### src/rtl/fmr_pkg.sv
// Package for the FIFO with match-and-replace block.
// Holds operation and status codes, the controller state type and the cell control struct.
// No dependencies.
`default_nettype none

package fmr_pkg;

  localparam int DEPTH_DEF = 16;
  localparam int ID_W      = 16;
  localparam int ACT_W     = 2;
  localparam int STAT_W    = 2;

  // operation codes
  localparam logic [ACT_W-1:0] ACT_PUSH   = 2'd0;
  localparam logic [ACT_W-1:0] ACT_POP    = 2'd1;
  localparam logic [ACT_W-1:0] ACT_MODIFY = 2'd2;

  // status codes
  localparam logic [STAT_W-1:0] ST_OK        = 2'd0;
  localparam logic [STAT_W-1:0] ST_EMPTY     = 2'd1;
  localparam logic [STAT_W-1:0] ST_NOT_FOUND = 2'd2;
  localparam logic [STAT_W-1:0] ST_FULL      = 2'd3;

  typedef enum logic {
    S_IDLE,
    S_SCAN
  } ctl_state_t;

  // broadcast from the controller to every cell
  typedef struct packed {
    logic            push;        // write push_value into the tail cell
    logic            pop;         // every cell but the last takes its upper neighbour's value; the last keeps its own
    logic            start;       // launch a scan token into cell 0
    logic [ID_W-1:0] push_value;
    logic [ID_W-1:0] scan_key;
    logic [ID_W-1:0] scan_repl;
  } cell_ctl_t;

endpackage

`default_nettype wire

### src/rtl/fmr_cell.sv
// One storage cell of the shifting queue.
// Holds one entry and the scan token; depends on fmr_pkg.
`default_nettype none

module fmr_cell
  import fmr_pkg::*;
(
  input  wire logic            clk,
  input  wire logic            rst,
  input  wire cell_ctl_t       ctl,
  input  wire logic            occ,      // this cell holds a live entry
  input  wire logic            at_tail,  // this cell is the next free slot
  input  wire logic [ID_W-1:0] data_up,  // value of the cell nearer the tail (own value in the last cell)
  input  wire logic            tok_in,
  output logic      [ID_W-1:0] data,
  output logic                 tok_out,
  output logic                 hit,
  output logic                 miss
);

  logic tok;
  logic eq;

  assign eq      = (data == ctl.scan_key);
  assign hit     = tok && occ && eq;
  assign miss    = tok && !occ;
  assign tok_out = tok && occ && !eq;

  always_ff @(posedge clk) begin
    if (ctl.pop) begin
      data <= data_up;
    end else if (ctl.push && at_tail) begin
      data <= ctl.push_value;
    end else if (hit) begin
      data <= ctl.scan_repl;
    end
  end

  always_ff @(posedge clk) begin
    if (rst) begin
      tok <= 1'b0;
    end else begin
      tok <= tok_in;
    end
  end

endmodule

`default_nettype wire

### src/rtl/fifo_with_match_replace_core.sv
// Top level of the bounded FIFO with match-and-replace.
// Controller, result register and a row of fmr_cell; depends on fmr_pkg and fmr_cell.
//
//  channel  | valid     | stall     | payload
//  ---------+-----------+-----------+--------------------------------------
//  in       | in_valid  | in_stall  | action, id_value, replacement_id
//  out      | out_valid | out_stall | status, popped_value, occupancy
//
// Push and pop give their result in the out register at the accepting edge.
// Modify sends a token from the head cell towards the tail, one cell per cycle; its result
// is registered when the token meets the first match or the first empty cell, or passes
// the last cell, and the controller returns to idle at that same edge.
// Reset (rst, synchronous) empties the queue; cell contents are left as they are.
// in_stall is high during a scan and while an unclaimed result waits in the out register.
`default_nettype none

module fifo_with_match_replace_core
  import fmr_pkg::*;
#(
  parameter int DEPTH = DEPTH_DEF,
  parameter int CW    = $clog2(DEPTH + 1)
) (
  input  wire logic              clk,
  input  wire logic              rst,
  input  wire logic              in_valid,
  output logic                   in_stall,
  input  wire logic [ACT_W-1:0]  action,
  input  wire logic [ID_W-1:0]   id_value,
  input  wire logic [ID_W-1:0]   replacement_id,
  output logic                   out_valid,
  input  wire logic              out_stall,
  output logic      [STAT_W-1:0] status,
  output logic      [ID_W-1:0]   popped_value,
  output logic      [CW-1:0]     occupancy
);

  ctl_state_t      state, state_next;
  logic [CW-1:0]   count;        // entries held; cell i is live when i < count
  logic [ID_W-1:0] scan_key;
  logic [ID_W-1:0] scan_repl;
  cell_ctl_t       ctl;

  logic            accept;
  logic            full;
  logic            empty;
  logic            scan_done;
  logic            scan_hit;

  logic [ID_W-1:0] cell_data [DEPTH];
  logic [DEPTH:0]  tok_chain;
  logic [DEPTH-1:0] hit_vec;
  logic [DEPTH-1:0] miss_vec;
  logic [DEPTH-1:0] occ_vec;
  logic [DEPTH-1:0] tail_vec;

  // take a new item only when idle and the result slot is free or draining
  assign in_stall = (state != S_IDLE) || (out_valid && out_stall);
  assign accept   = in_valid && !in_stall;
  assign full     = (count == CW'(DEPTH));
  assign empty    = (count == '0);

  assign ctl.push       = accept && (action == ACT_PUSH) && !full;
  assign ctl.pop        = accept && (action == ACT_POP) && !empty;
  assign ctl.start      = accept && (action == ACT_MODIFY);
  assign ctl.push_value = id_value;
  assign ctl.scan_key   = scan_key;
  assign ctl.scan_repl  = scan_repl;

  assign tok_chain[0] = ctl.start;

  // -------------------------------------------------------------------------
  // cell row: cell 0 is the head, entries shift towards it on a pop
  // -------------------------------------------------------------------------
  for (genvar i = 0; i < DEPTH; i++) begin : g_cell
    logic [ID_W-1:0] up;

    assign occ_vec[i]  = (CW'(i) < count);
    assign tail_vec[i] = (count == CW'(i));

    if (i == DEPTH - 1) begin : g_last
      assign up = cell_data[i];
    end else begin : g_mid
      assign up = cell_data[i+1];
    end

    fmr_cell u_cell (
      .clk     (clk),
      .rst     (rst),
      .ctl     (ctl),
      .occ     (occ_vec[i]),
      .at_tail (tail_vec[i]),
      .data_up (up),
      .tok_in  (tok_chain[i]),
      .data    (cell_data[i]),
      .tok_out (tok_chain[i+1]),
      .hit     (hit_vec[i]),
      .miss    (miss_vec[i])
    );
  end

  // token ends on a match, on the first empty cell, or past the last cell
  assign scan_hit  = |hit_vec;
  assign scan_done = scan_hit || (|miss_vec) || tok_chain[DEPTH];

  // -------------------------------------------------------------------------
  // controller
  // -------------------------------------------------------------------------
  always_ff @(posedge clk) begin
    if (rst) begin
      state <= S_IDLE;
    end else begin
      state <= state_next;
    end
  end

  always_comb begin
    state_next = state;
    case (state)
      S_IDLE: begin
        if (ctl.start) begin
          state_next = S_SCAN;
        end
      end
      S_SCAN: begin
        if (scan_done) begin
          state_next = S_IDLE;
        end
      end
      default: begin
        state_next = S_IDLE;
      end
    endcase
  end

  always_ff @(posedge clk) begin
    if (ctl.start) begin
      scan_key  <= id_value;
      scan_repl <= replacement_id;
    end
  end

  always_ff @(posedge clk) begin
    if (rst) begin
      count <= '0;
    end else if (ctl.push) begin
      count <= count + CW'(1);
    end else if (ctl.pop) begin
      count <= count - CW'(1);
    end
  end

  // result register
  always_ff @(posedge clk) begin
    if (rst) begin
      out_valid <= 1'b0;
    end else if (accept && (action != ACT_MODIFY)) begin
      out_valid <= 1'b1;
    end else if ((state == S_SCAN) && scan_done) begin
      out_valid <= 1'b1;
    end else if (!out_stall) begin
      out_valid <= 1'b0;
    end
  end

  always_ff @(posedge clk) begin
    if (accept && (action != ACT_MODIFY)) begin
      case (action)
        ACT_PUSH: begin
          popped_value <= '0;
          if (full) begin
            status    <= ST_FULL;
            occupancy <= count;
          end else begin
            status    <= ST_OK;
            occupancy <= count + CW'(1);
          end
        end
        ACT_POP: begin
          if (empty) begin
            status       <= ST_EMPTY;
            popped_value <= '0;
            occupancy    <= count;
          end else begin
            status       <= ST_OK;
            popped_value <= cell_data[0];
            occupancy    <= count - CW'(1);
          end
        end
        default: begin
          status       <= ST_OK;
          popped_value <= '0;
          occupancy    <= count;
        end
      endcase
    end else if ((state == S_SCAN) && scan_done) begin
      popped_value <= '0;
      occupancy    <= count;
      status       <= scan_hit ? ST_OK : ST_NOT_FOUND;
    end
  end

  // -------------------------------------------------------------------------
  // checks
  // -------------------------------------------------------------------------
  a_tok_single: assert property (@(posedge clk) disable iff (rst)
    $onehot0(tok_chain))
    else $error("more than one scan token in the row");

  a_count_bound: assert property (@(posedge clk) disable iff (rst)
    count <= CW'(DEPTH))
    else $error("entry count beyond depth");

  a_scan_no_result: assert property (@(posedge clk) disable iff (rst)
    (state == S_SCAN) |-> !out_valid)
    else $error("result pending while a scan runs");

  a_direct_result: assert property (@(posedge clk) disable iff (rst)
    (accept && (action != ACT_MODIFY)) |=> out_valid)
    else $error("push or pop gave no result");

  a_scan_start: assert property (@(posedge clk) disable iff (rst)
    ctl.start |=> (state == S_SCAN))
    else $error("modify did not enter the scan");

endmodule

`default_nettype wire
### config.mk
export PLATFORM = sky130hd
export DESIGN_NAME = fifo_with_match_replace_core
export DESIGN_NICKNAME = d
export VERILOG_FILES = /design/src/rtl/fmr_pkg.sv /design/src/rtl/fmr_cell.sv /design/src/rtl/fifo_with_match_replace_core.sv
export SDC_FILE = /design/constraint.sdc
export NUM_CORES = 1
export LEC_CHECK = 0
export ABC_AREA = 1
export BUFFER_PORTS_ARGS = -buffer_cell sky130_fd_sc_hd__buf_4
export CORE_AREA = 3 3 184 257
export DETAILED_ROUTE_END_ITERATION = 10
export DIE_AREA = 0 0 187 260
export GPL_TIMING_DRIVEN = 0
export PLACE_DENSITY = 0.61
export SKIP_CTS_REPAIR_TIMING = 1
export SKIP_LAST_GASP = 1
export SYNTH_ARGS = -nofsm -noshare
export SYNTH_HDL_FRONTEND = slang
export SYNTH_SLANG_ARGS = --single-unit
### constraint.sdc
create_clock -name clk -period 4.6 [get_ports clk]
set_input_delay 0.23 -clock clk [delete_from_list [all_inputs] [get_ports clk]]
set_output_delay 0.23 -clock clk [all_outputs]
set_load 0.01 [all_outputs]
==> impl_metrics.yaml <==
critical_path:
  path_max_fanout: 16
  slowest_stage: "nand3_1"
  path_delay_family: "buffers and inverters"
  crit_type: "flip-flop to flip-flop"
  cp-start-kind: "flip-flop"
  cp_cell_sequence: "inv_1 > buf_2 > ha_1 > inv_1 > nor2_1 > nand2_1 > inv_2 > nor2_2 > inv_2 > nor2_8 > inv_2 > buf_4 > buf_2 > buf_2 > nand3_1"
  critPathCaptureType: "flip-flop"
  cp.buffers_inverters: 9
  cp.required_ns: 4.66
  slowest_delay_ns: 0.74
  cp_data_arrival_time_ns: 4.53
floorplan:
  die_h_microns: 260
  start_util_pct: 44.7
  ios: 63
  die_w_microns: 187
  coreArea_sq_um: 45200
  dieArea_sq_um: 48600
  rows: 92
global_routing:
  track_usage_pct: 33.4
  antenna_found_initial: 0
  grt_start_max_net_pins: 24
  grt_pass1_wl_mm: 118
  grt_pass1_vias: 18000
  gr-total-overflow: 0
logic_synthesis:
  synth_compound_area_share_pct: 16.0
  synthTopCellsByCount: "nand2_1, o21ai_0, edfxtp_1"
  syn_avg_cell_area_sq_um: 7.79
  yosys.area_share.simple_pct: 21.2
  async_reset_ff_share_pct: 0
  syn_area_sq_um: 20200
  synth_most_common_cell: "nand2_1"
  yosysTopAreaCellShare_pct: 46.2
  synthCells: 2592
  syn_nets: 2635
  synthXorXnorAreaFrac_pct: 5.77
  synthMuxAreaShare_pct: 0
  synth_cell_type_count: 34
  synth_top_family_by_area: "simple AND/OR/NAND/NOR gates"
  synth_edf_count: 311
  synthFlopType: "edfxtp_1"
  synthTopCellsByArea: "edfxtp_1, nand2_1, o21ai_0"
  seq_area_frac_synth_pct: 48.5
  synthAdderAreaFrac_pct: 0.310
  synth_top_area_cell: "edfxtp_1"
  ys_ff_latch: 334
  yosys_warnings: 0
route:
  dr.pass1.iters: 6
  ant_nets: 0
  routed_wl_mm: 84.0
  viasPerCell: 5.74
  drc: 0
  drt_iter0_drc: 2097
  vias: 19300
  routedWlPerCell_microns: 24.9
cells_and_area:
  post-route-cell-area_sq_um: 23000
  drive_gt1_share_pct: 8.91
  final_nets: 2773
  diodes: 0
  area_delta_synth_final_pct: 14.0
place:
  numPortBuffers: 62
  pre_cts_ws_ns: 0.0454
  gp_congestion: 1.01
  dpl_cell_area_sq_um: 21500
  hpwl_mm: 65.3
job:
  max_cap_violations: 0
cts:
  clk_pin_slew_worst_paths_ns: 0.06
  clock_latency_ns: 0.57
  cts_buffers: 38
  clock-sinks: 334
  root_buffer: "clkbuf_16"
  h-tree-depth: 2
  ctsLongestPathBuffers: 3
  cts_tree: "yes"
timing:
  worst_slew_pin_slew_ns: 1.21
  relSlewSlack_pct: 19.3
  hold_viol: 0
  setup_slack_ns: 0.125
  max_freq_mhz: 223
  rsz0062_at_grt: "true"
  setup_viol: 0
  period_needed_ns: 4.47
  whs_ns: 0.0257
  finClkSkew_ns: 0.0223
  period_share_pct: 97.3
  setup_tns_ns: 0
  drv_slew: 0
power:
  p_per_area_nw_per_um2: 317
  p_leak_nw: 9.89
  max-vdd-ir-drop_v: 0.000276
  total_power_mw: 7.30
hold_path:
  hp-class: "input pin to flip-flop"
status:
  status: "completed"
[layer usage]
layer,vias up,track usage [%],wire (microns)
met1,9071,38.6,29900
li1,8797,-,-
met4,0,23.1,6920
met2,1143,58.1,40700
met5,-,0,0
met3,323,3.98,6430
[state kept, by name (all words and copies together), names as in the netlist]
| name | cells |
|---|---|
| status | 2 |
| occupancy | 5 |
| count | 5 |
| scan_key | 16 |
| g_cell.u_cell.tok | 16 |
| state | 1 |
| popped_value | 16 |
| scan_repl | 16 |
| g_cell.u_cell.data | 256 |
| out_valid | 1 |
[layout make-up]
class                   instances  area [sq um]
plain buffers                 170           787
clock buffers                  47          1050
clock inverters                23           123
fillers                      4332         22200
inverters                     233           877
multi-input cells            1855          8800
flip-flops and latches        334          9800
well taps                     611           764
repair buffers                 98           836
[worst reg2reg max path: stages, from the launching register on]
cell and delay (ns):
dfxtp_1 0.46, inv_1 0.13, buf_2 0.33, ha_1 0.21
inv_1 0.07, nor2_1 0.28, nand2_1 0.11, inv_2 0.11
nor2_2 0.06, inv_2 0.13, nor2_8 0.09, inv_2 0.18
buf_4 0.22, buf_2 0.34, buf_2 0.49, nand3_1 0.75
[per-stage QoR]
| step | std cells | util (%) |
|---|---|---|
| 2_1_floorplan | 2592 | - |
| 3_3_place_gp | 3265 | 47.4 |
| 3_5_place_dp | 3270 | 47.5 |
| 4_1_cts | 3340 | 50.1 |
| 5_1_grt | 3371 | 50.9 |
| 6_report | 3371 | 50.9 |
[cells by family after synthesis]
| group | Yosys count |
|---|---|
| adders and majority gates | 5 |
| and+or+nand+nor | 1084 |
| AOI/OAI and AO/OA | 633 |
| xor gates and xnor gates | 133 |
| buffers and inverters | 403 |
| DFF | 334 |
[final timing paths]
kind         slack [ns]                  from                         to  cells past startpoint
min reg2reg        0.48  g_cell[6].u_cell.tok       g_cell[7].u_cell.tok                      2
max                0.13              count[0]  g_cell[3].u_cell.data[11]                     15
min                0.03           id_value[0]                scan_key[0]                      1
max reg2reg        0.13              count[0]  g_cell[3].u_cell.data[11]                     15
[cell usage in the layout, fill, tap and decap left out, types with 11 or more instances in the layout]
cell           count
inv_1            218
xor2_1           131
clkinv_1          21
dfxtp_1           23
buf_2             86
clkbuf_16         41
a31oi_1           13
buf_4             69
nand3_1           34
nand2_1          799
o21ai_0          323
dlygate4sd3_1     31
clkbuf_1          81
a21oi_1          261
edfxtp_1         311
nor2_1           213
o21ai_1           17
nand3_2           11
[report_power, final]
| group | switching, mW | internal (mW) |
|---|---|---|
| sequential | 0.0525 | 3.43 |
| clock | 1.34 | 1.67 |
| combinational | 0.572 | 0.237 |
| total | 1.97 | 5.34 |
Power figures use the tool's default switching activity.
